File: config.mk
export PLATFORM = sky130hd
export DESIGN_NAME = stepper_homing_sequencer_unit
export DESIGN_NICKNAME = d
export VERILOG_FILES = /design/src/hdl/hsu_pkg.sv /design/src/hdl/hsu_core.sv /design/src/hdl/stepper_homing_sequencer_unit.sv
export SDC_FILE = /design/constraint.sdc
export NUM_CORES = 1
export LEC_CHECK = 0
export BUFFER_PORTS_ARGS = -buffer_cell sky130_fd_sc_hd__buf_2
export CORE_MARGIN = 2
export CORE_UTILIZATION = 35
export CTS_CLUSTER_DIAMETER = 30
export DETAILED_ROUTE_END_ITERATION = 10
export SETUP_SLACK_MARGIN = 0.2
export SLEW_MARGIN = 20
export SYNTH_ARGS = -nofsm -noshare
export SYNTH_HDL_FRONTEND = slang
export SYNTH_SLANG_ARGS = --single-unit
File: constraint.sdc
create_clock -name aclk -period 3.8 [get_ports aclk]
set_input_delay 0.19 -clock aclk [delete_from_list [all_inputs] [get_ports aclk]]
set_output_delay 0.19 -clock aclk [all_outputs]
set_load 0.02 [all_outputs]
File: src/hdl/hsu_pkg.sv
// Shared types and constants for the stepper homing sequencer.
package hsu_pkg;

    localparam int unsigned LIMIT_W = 20;
    localparam int unsigned COUNT_W = 16;
    localparam int unsigned CFG_ADDR_W = 2;
    localparam int unsigned CFG_DATA_W = 20;
    localparam int unsigned S_TDATA_W = 8;
    localparam int unsigned M_TDATA_W = 24;

    localparam logic [CFG_ADDR_W-1:0] CFG_SEARCH_LIMIT = 2'd0;
    localparam logic [CFG_ADDR_W-1:0] CFG_CENTER_STEPS = 2'd1;
    localparam logic [CFG_ADDR_W-1:0] CFG_OVERTRAVEL_STEPS = 2'd2;

    localparam logic [LIMIT_W-1:0] SEARCH_LIMIT_RST = 20'd65535;
    localparam logic [COUNT_W-1:0] CENTER_STEPS_RST = 16'd1000;
    localparam logic [COUNT_W-1:0] OVERTRAVEL_STEPS_RST = 16'd10;

    localparam logic OP_START = 1'b0;
    localparam logic OP_TICK = 1'b1;

    typedef struct packed {
        logic operation;
        logic limit_switch;
        logic abort_request;
    } hsu_item_t;

    typedef struct packed {
        logic               step_pulse;
        logic               toward_switch;
        logic               busy_res;
        logic               fault;
        logic               homed;
        logic [COUNT_W-1:0] axis_position;
    } hsu_result_t;

    typedef struct packed {
        logic                  wr_en;
        logic [CFG_ADDR_W-1:0] addr;
        logic [CFG_DATA_W-1:0] wdata;
    } hsu_cfg_wr_t;

endpackage

File: src/hdl/hsu_core.sv
// Homing state, configuration registers and the per-word next-state logic.
module hsu_core import hsu_pkg::*; (
    input  logic        aclk,
    input  logic        aresetn,
    input  hsu_cfg_wr_t cfg_wr,
    input  logic        item_fire,
    input  hsu_item_t   item,
    output hsu_result_t result
);

    typedef enum logic [2:0] {
        PH_IDLE,
        PH_BACKOFF,
        PH_SEEK,
        PH_OVER,
        PH_CENTER
    } phase_t;

    logic [LIMIT_W-1:0] search_limit_reg;
    logic [COUNT_W-1:0] center_steps_reg;
    logic [COUNT_W-1:0] overtravel_steps_reg;

    phase_t             phase_reg, phase_next;
    logic [LIMIT_W-1:0] step_count_reg, step_count_next;
    logic [COUNT_W-1:0] position_reg, position_next;
    logic               fault_reg, fault_next;
    logic               done_reg, done_next;
    logic               dir_reg, dir_next;

    logic               pulse;
    logic               dir_used;
    logic [LIMIT_W-1:0] step_inc;
    logic [COUNT_W-1:0] pos_inc;
    logic [LIMIT_W-1:0] center_ext;
    logic [LIMIT_W-1:0] over_ext;
    logic               center_zero;

    assign step_inc    = step_count_reg + LIMIT_W'(1);
    assign pos_inc     = position_reg + COUNT_W'(1);
    assign center_ext  = LIMIT_W'(center_steps_reg);
    assign over_ext    = LIMIT_W'(overtravel_steps_reg);
    assign center_zero = (center_steps_reg == '0);

    always_comb begin
        phase_next      = phase_reg;
        step_count_next = step_count_reg;
        position_next   = position_reg;
        fault_next      = fault_reg;
        done_next       = done_reg;
        dir_next        = dir_reg;
        pulse           = 1'b0;
        dir_used        = 1'b0;

        if (item.operation == OP_START) begin
            fault_next      = 1'b0;
            done_next       = 1'b0;
            step_count_next = '0;
            if (item.limit_switch && !center_zero) begin
                phase_next = PH_BACKOFF;
                dir_next   = 1'b0;
            end else begin
                phase_next = PH_SEEK;
                dir_next   = 1'b1;
            end
        end else if (phase_reg != PH_IDLE) begin
            if (item.abort_request) begin
                if (phase_reg == PH_SEEK) begin
                    fault_next = 1'b1;
                end
                phase_next = PH_IDLE;
            end else begin
                unique case (phase_reg)
                    PH_BACKOFF: begin
                        pulse = 1'b1;
                        if (step_inc >= center_ext) begin
                            phase_next      = PH_SEEK;
                            dir_next        = 1'b1;
                            step_count_next = '0;
                        end else begin
                            step_count_next = step_inc;
                        end
                    end
                    PH_SEEK: begin
                        if (item.limit_switch) begin
                            step_count_next = '0;
                            if (overtravel_steps_reg == '0) begin
                                // Straight into centering; any first step goes out now.
                                dir_next = 1'b0;
                                if (center_zero) begin
                                    position_next = '0;
                                    phase_next    = PH_IDLE;
                                    done_next     = 1'b1;
                                end else begin
                                    pulse         = 1'b1;
                                    position_next = COUNT_W'(1);
                                    if (center_steps_reg == COUNT_W'(1)) begin
                                        phase_next = PH_IDLE;
                                        done_next  = 1'b1;
                                    end else begin
                                        phase_next = PH_CENTER;
                                    end
                                end
                            end else begin
                                // First overtravel step goes out on the same tick.
                                pulse           = 1'b1;
                                dir_used        = 1'b1;
                                step_count_next = LIMIT_W'(1);
                                if (overtravel_steps_reg == COUNT_W'(1)) begin
                                    position_next = '0;
                                    dir_next      = 1'b0;
                                    if (center_zero) begin
                                        phase_next = PH_IDLE;
                                        done_next  = 1'b1;
                                    end else begin
                                        phase_next = PH_CENTER;
                                    end
                                end else begin
                                    phase_next = PH_OVER;
                                end
                            end
                        end else begin
                            pulse    = 1'b1;
                            dir_used = 1'b1;
                            if (step_count_reg >= search_limit_reg) begin
                                fault_next = 1'b1;
                                phase_next = PH_IDLE;
                            end else begin
                                step_count_next = step_inc;
                            end
                        end
                    end
                    PH_OVER: begin
                        pulse           = 1'b1;
                        dir_used        = 1'b1;
                        step_count_next = step_inc;
                        if (step_inc >= over_ext) begin
                            position_next = '0;
                            dir_next      = 1'b0;
                            if (center_zero) begin
                                phase_next = PH_IDLE;
                                done_next  = 1'b1;
                            end else begin
                                phase_next = PH_CENTER;
                            end
                        end
                    end
                    PH_CENTER: begin
                        pulse         = 1'b1;
                        position_next = pos_inc;
                        if (pos_inc >= center_steps_reg) begin
                            phase_next = PH_IDLE;
                            done_next  = 1'b1;
                        end
                    end
                    default: begin
                        phase_next = PH_IDLE;
                    end
                endcase
            end
        end
    end

    always_comb begin
        result.step_pulse    = pulse;
        result.toward_switch = pulse ? dir_used : dir_next;
        result.busy_res      = (phase_next != PH_IDLE);
        result.fault         = fault_next;
        result.homed         = done_next;
        result.axis_position = position_next;
    end

    always_ff @(posedge aclk) begin
        if (!aresetn) begin
            search_limit_reg     <= SEARCH_LIMIT_RST;
            center_steps_reg     <= CENTER_STEPS_RST;
            overtravel_steps_reg <= OVERTRAVEL_STEPS_RST;
        end else if (cfg_wr.wr_en) begin
            unique case (cfg_wr.addr)
                CFG_SEARCH_LIMIT:     search_limit_reg     <= cfg_wr.wdata[LIMIT_W-1:0];
                CFG_CENTER_STEPS:     center_steps_reg     <= cfg_wr.wdata[COUNT_W-1:0];
                CFG_OVERTRAVEL_STEPS: overtravel_steps_reg <= cfg_wr.wdata[COUNT_W-1:0];
                default: ;
            endcase
        end
    end

    always_ff @(posedge aclk) begin
        if (!aresetn) begin
            phase_reg      <= PH_IDLE;
            step_count_reg <= '0;
            position_reg   <= '0;
            fault_reg      <= 1'b0;
            done_reg       <= 1'b0;
            dir_reg        <= 1'b1;
        end else if (item_fire) begin
            phase_reg      <= phase_next;
            step_count_reg <= step_count_next;
            position_reg   <= position_next;
            fault_reg      <= fault_next;
            done_reg       <= done_next;
            dir_reg        <= dir_next;
        end
    end

endmodule

File: src/hdl/stepper_homing_sequencer_unit.sv
// Homing sequencer for one stepper axis: an input word register, the homing core and
// a result word register. Each input word is processed combinationally between the
// input register and the result register, so the block takes one word per clock while
// the result register is empty or being drained; an accepted word passes through the
// input register and then the result register before it is presented. The input side
// accepts a word while its register is empty or while its stored word moves on.
// Only the homing phase, the step and position counts, fault, done and direction are carried from word to word.
// Configuration writes go straight to the registers and take effect on the next word.
module stepper_homing_sequencer_unit import hsu_pkg::*; (
    input  logic                  aclk,
    input  logic                  aresetn,
    input  logic                  cfg_wr_en,
    input  logic [CFG_ADDR_W-1:0] cfg_addr,
    input  logic [CFG_DATA_W-1:0] cfg_wdata,
    input  logic                  s_tvalid,
    output logic                  s_tready,
    input  logic [S_TDATA_W-1:0]  s_tdata,  // [0] limit_switch, [1] abort_request, rest zero
    input  logic                  s_tuser,  // [0] operation
    output logic                  m_tvalid,
    input  logic                  m_tready,
    output logic [M_TDATA_W-1:0]  m_tdata   // [0] step_pulse, [1] toward_switch,
                                            // [2] busy_res, [3] fault, [4] homed,
                                            // [20:5] axis_position, rest zero
);

    logic        in_valid_reg;
    hsu_item_t   in_item_reg;
    logic        out_valid_reg;
    hsu_result_t out_result_reg;

    logic        fire;
    hsu_result_t result;
    hsu_cfg_wr_t cfg_wr;

    // A stored word moves on whenever the result register is empty or being drained.
    assign fire     = in_valid_reg && (!out_valid_reg || m_tready);
    assign s_tready = !in_valid_reg || fire;

    assign cfg_wr.wr_en = cfg_wr_en;
    assign cfg_wr.addr  = cfg_addr;
    assign cfg_wr.wdata = cfg_wdata;

    hsu_core u_core (
        .aclk      (aclk),
        .aresetn   (aresetn),
        .cfg_wr    (cfg_wr),
        .item_fire (fire),
        .item      (in_item_reg),
        .result    (result)
    );

    always_ff @(posedge aclk) begin
        if (!aresetn) begin
            in_valid_reg <= 1'b0;
        end else if (s_tready) begin
            in_valid_reg <= s_tvalid;
        end
    end

    always_ff @(posedge aclk) begin
        if (s_tvalid && s_tready) begin
            in_item_reg.operation     <= s_tuser;
            in_item_reg.limit_switch  <= s_tdata[0];
            in_item_reg.abort_request <= s_tdata[1];
        end
    end

    always_ff @(posedge aclk) begin
        if (!aresetn) begin
            out_valid_reg <= 1'b0;
        end else if (fire) begin
            out_valid_reg <= 1'b1;
        end else if (m_tready) begin
            out_valid_reg <= 1'b0;
        end
    end

    always_ff @(posedge aclk) begin
        if (fire) begin
            out_result_reg <= result;
        end
    end

    assign m_tvalid = out_valid_reg;
    assign m_tdata  = {3'b000,
                       out_result_reg.axis_position,
                       out_result_reg.homed,
                       out_result_reg.fault,
                       out_result_reg.busy_res,
                       out_result_reg.toward_switch,
                       out_result_reg.step_pulse};

    // A fault and a normal finish are never reported together.
    assert property (@(posedge aclk) disable iff (!aresetn)
        m_tvalid |-> !(out_result_reg.fault && out_result_reg.homed))
        else $error("fault and homed set together");

    // A step that ends the sequence either trips the search limit or completes homing.
    assert property (@(posedge aclk) disable iff (!aresetn)
        (m_tvalid && out_result_reg.step_pulse && !out_result_reg.busy_res)
            |-> (out_result_reg.fault || out_result_reg.homed))
        else $error("sequence stopped on a step without fault or done");

    // A word held in the input register is not dropped before it is processed.
    assert property (@(posedge aclk) disable iff (!aresetn)
        (in_valid_reg && !fire) |=> (in_valid_reg && $stable(in_item_reg)))
        else $error("input word lost while waiting");

    // A result is loaded only into an empty or draining result register.
    assert property (@(posedge aclk) disable iff (!aresetn)
        (m_tvalid && !m_tready) |=> (m_tvalid && $stable(out_result_reg)))
        else $error("result word overwritten while stalled");

endmodule
==> metrics.md <==
| Metric | Value |
|---|---|
| Main flop type after synthesis | `dfxtp_1` |
| Unrepaired setup endpoints after global routing | `false` |
| CP arrival | `3.57 ns` |
| Clk root buf | `clkbuf_16` |
| # port buffers | `52` |
| Clock latency on the worst-skew pair | `0.42 ns` |
| Clk slew on worst S/H paths | `0.06 ns` |
| Achievable clock frequency | `a little under 0.3 GHz` |
| Share of layout cells above drive strength 1 | `0.171` |
| Setup TNS | `0 ns` |
| Cells after Synth | `928` |
| Count of final max-slew check failures | `0` |
| Maximum number of pins on one net before global-route repair | `70` |
| Syn_area_per_cell | `8.32 um2` |
| Slew margin rel. | `0.387` |
| Total GRT Usage | `0.184` |
| Die width | `153 um` |
| Post-DP Area | `between 8000 and 9000 um2` |
| Final WS setup | `roughly 0.40 ns` |
| Synth cell types | `76` |
| Outcome | `finished clean` |
| DRC violation total after the first TritonRoute iteration | `396` |
| DP HPWL | `15600 um` |
| Worst-Margin Slew | `roughly 0.92 ns` |
| Final #Nets | `around 1100` |
| CP endpoint kind | `flip-flop` |
| Crit-path cells | `ha_1 > nand2_1 > nor3_4 > buf_4 > nand3_1 > xnor2_2 > ha_1 > nand2_1 > a21oi_1 > a211oi_2 > a211oi_2 > o31ai_4 > buf_12 > a211o_1 > a21o_1` |
| Seq/Total Area, Yosys | `0.342` |
| CTS tree | `yes` |
| Antenna cells | `0` |
| Crit Path Class | `reg2reg` |
| Effective utilization at floorplan | `0.355` |
| Rows | `54` |
| Routed len/inst | `between 15 and 20 um` |
| Final min period | `~3.4 ns` |
| Initial antenna violation count | `0` |
| Core Area | `~22000 um2` |
| TritonCTS Buffers | `17` |
| Die H | `153 um` |
| Mapped cell area | `roughly 7700 um2` |
| H-tree Lvls | `4` |
| Final Cycle Share | `0.894` |
| Vias | `6806` |
| Area Growth Syn to Fin | `18.2%` |
| Critical Path Fanout Max | `17` |
| Critical path launch point type | `flip-flop` |
| Leak | `between 3 and 4 nW` |
| DRC errors left | `0` |
| #FFs+latches synth | `120` |
| Most frequent cells in the layout | `nand2_1, dfxtp_1, ha_1` |
| Post-synth EDFFs | `24` |
| Ys async rst share | `0` |
| Worst slack at placement | `between 0.15 and 0.2 ns` |
| Post-route cell area | `9130 um2` |
| Worst Path Buf+Inv | `2` |
| Fillers | `roughly 2200` |
| Total Wirelength | `21200 um` |
| Mean number of vias per cell | `roughly 5.3` |
| # setup viols final | `0` |
| Share of the synthesized area in the top cell type | `0.249` |
| DRT antenna net count | `0` |
| Routability cong. | `0.846` |
| Crit path max-delay cell type | `dfxtp_1` |
| Post-Layout Cell Count | `1277` |
| Yosys warning count | `0` |
| Total grt overflow | `0` |
| WP data required | `3.97 ns` |
| Setup Skew | `0.00820 ns` |
| CP max stage delay | `0.41 ns` |
| CTS Buffer Depth | `2` |
| Power Density | `359 nW/um2` |
| First-pass GRT wire length | `34200 um` |
| Die ar. | `23300 um2` |
| Crit path max-delay family | `compound AO/OA/AOI/OAI gates` |
| Placed cells | `1236` |
| HP Class | `in2reg` |
| Commonest non-fill, non-tap cell in the layout | `nand2_1` |
| I/O pins | `62` |
| Leading area contributor after synthesis | `dfxtp_1` |
| Clock Sinks | `120` |
| Max reg flops | `21` |
| Main area contributors after synthesis | `dfxtp_1, ha_1, edfxtp_1` |
| Peak supply drop | `0.000265 V` |
| Drt first pass iters | `4` |
| Hold Worst Slack | `0.0415 ns` |
| Final hold vios | `0` |
| Number of global-route vias before repair | `6525` |
| Max cap viols | `0` |
==> Yosys cell counts (all sizes together) (11+ instances only) <==
master / count
o31ai: 17
a211oi: 11
nand4: 13
inv: 57
nor2: 39
nand2: 146
xnor2: 17
ha: 70
a21oi: 56
a31oi: 16
o21ai: 44
o211ai: 31
dfxtp: 96
xor2: 11
nand3: 42
a21o: 14
edfxtp: 24
buf: 16
nor3: 30
and3: 11
clkbuf: 43
==> what timing repair did <==
action	4_1_cts	5_1_grt
gates resized for setup	3	16
buffers inserted	0	2
pin swaps	0	4
endpoints found under the hold margin	8	0
hold buffers	8	0
endpoints found under the setup margin	29	58
==> worst register-to-register path, delay by kind of cell (launching register included) <==
family / cells / cell delay, ns
buf+inv: 2 / 0.37
compound gates: 6 / 1.12
fa+ha+maj: 2 / 0.55
simple gates: 4 / 0.49
xor+xnor: 1 / 0.22
flops: 1 / 0.41
==> final timing paths <==
kind	depth (start not counted)	slack, ns	start	to
min reg2reg	2	0.46	u_core.search_limit_reg[16]$_SDFFE_PN0P_	u_core.search_limit_reg[16]$_SDFFE_PN0P_
min	3	0.04	cfg_wdata[11]	u_core.overtravel_steps_reg[11]$_SDFFE_PN0P_
max	15	0.40	u_core.step_count_reg[0]$_SDFFE_PN0P_	m_tdata[12]$_DFFE_PP_
max reg2reg	15	0.40	u_core.step_count_reg[0]$_SDFFE_PN0P_	m_tdata[12]$_DFFE_PP_
==> report_power, final <==
group / switching (mW) / total (mW) / internal (mW)
clock network: 0.625 / 1.63 / 1.01
registers: 0.0276 / 1.37 / 1.34
logic: 0.188 / 0.283 / 0.0950
total: 0.841 / 3.28 / 2.44
==> kinds of logic (layout without fill, tap and decap cells) <==
kind of cell,Yosys count,after routing,synth area share
adders and majority gates,70,70,0.113
and+or+nand+nor,349,349,0.225
muxes,1,1,0.00130
xor gates and xnor gates,28,28,0.0317
other,1,3,0.000485
DFF,120,120,0.342
AOI/OAI and AO/OA,242,242,0.225
buffers and inverters,117,184,0.0614
==> per-layer routing <==
metal	share of wire	track usage
met3	0.036	0.0370
met2	0.48	0.308
met5	0	0
met4	0.016	0.0551
met1	0.47	0.239
==> stage by stage <==
stage               total power [mW]   util
finish                          3.28  0.420
detailed placement              1.67  0.384
global route                    3.41  0.420
global placement                1.66  0.384
CTS                             3.32  0.416
floorplan                       1.57      -
==> area by class of cell <==
type	instances	area [um2]	area share
Clock buffer	18	450	0.0493
Clock inverter	13	139	0.0152
Tap cell	280	350	0.0384
Inverter	58	218	0.0238
Timing Repair Buffer	95	628	0.0688
Multi-Input combinational cell	693	4700	0.515
Sequential cell	120	2650	0.290
Note: power is estimated with default switching activity, not from simulation.
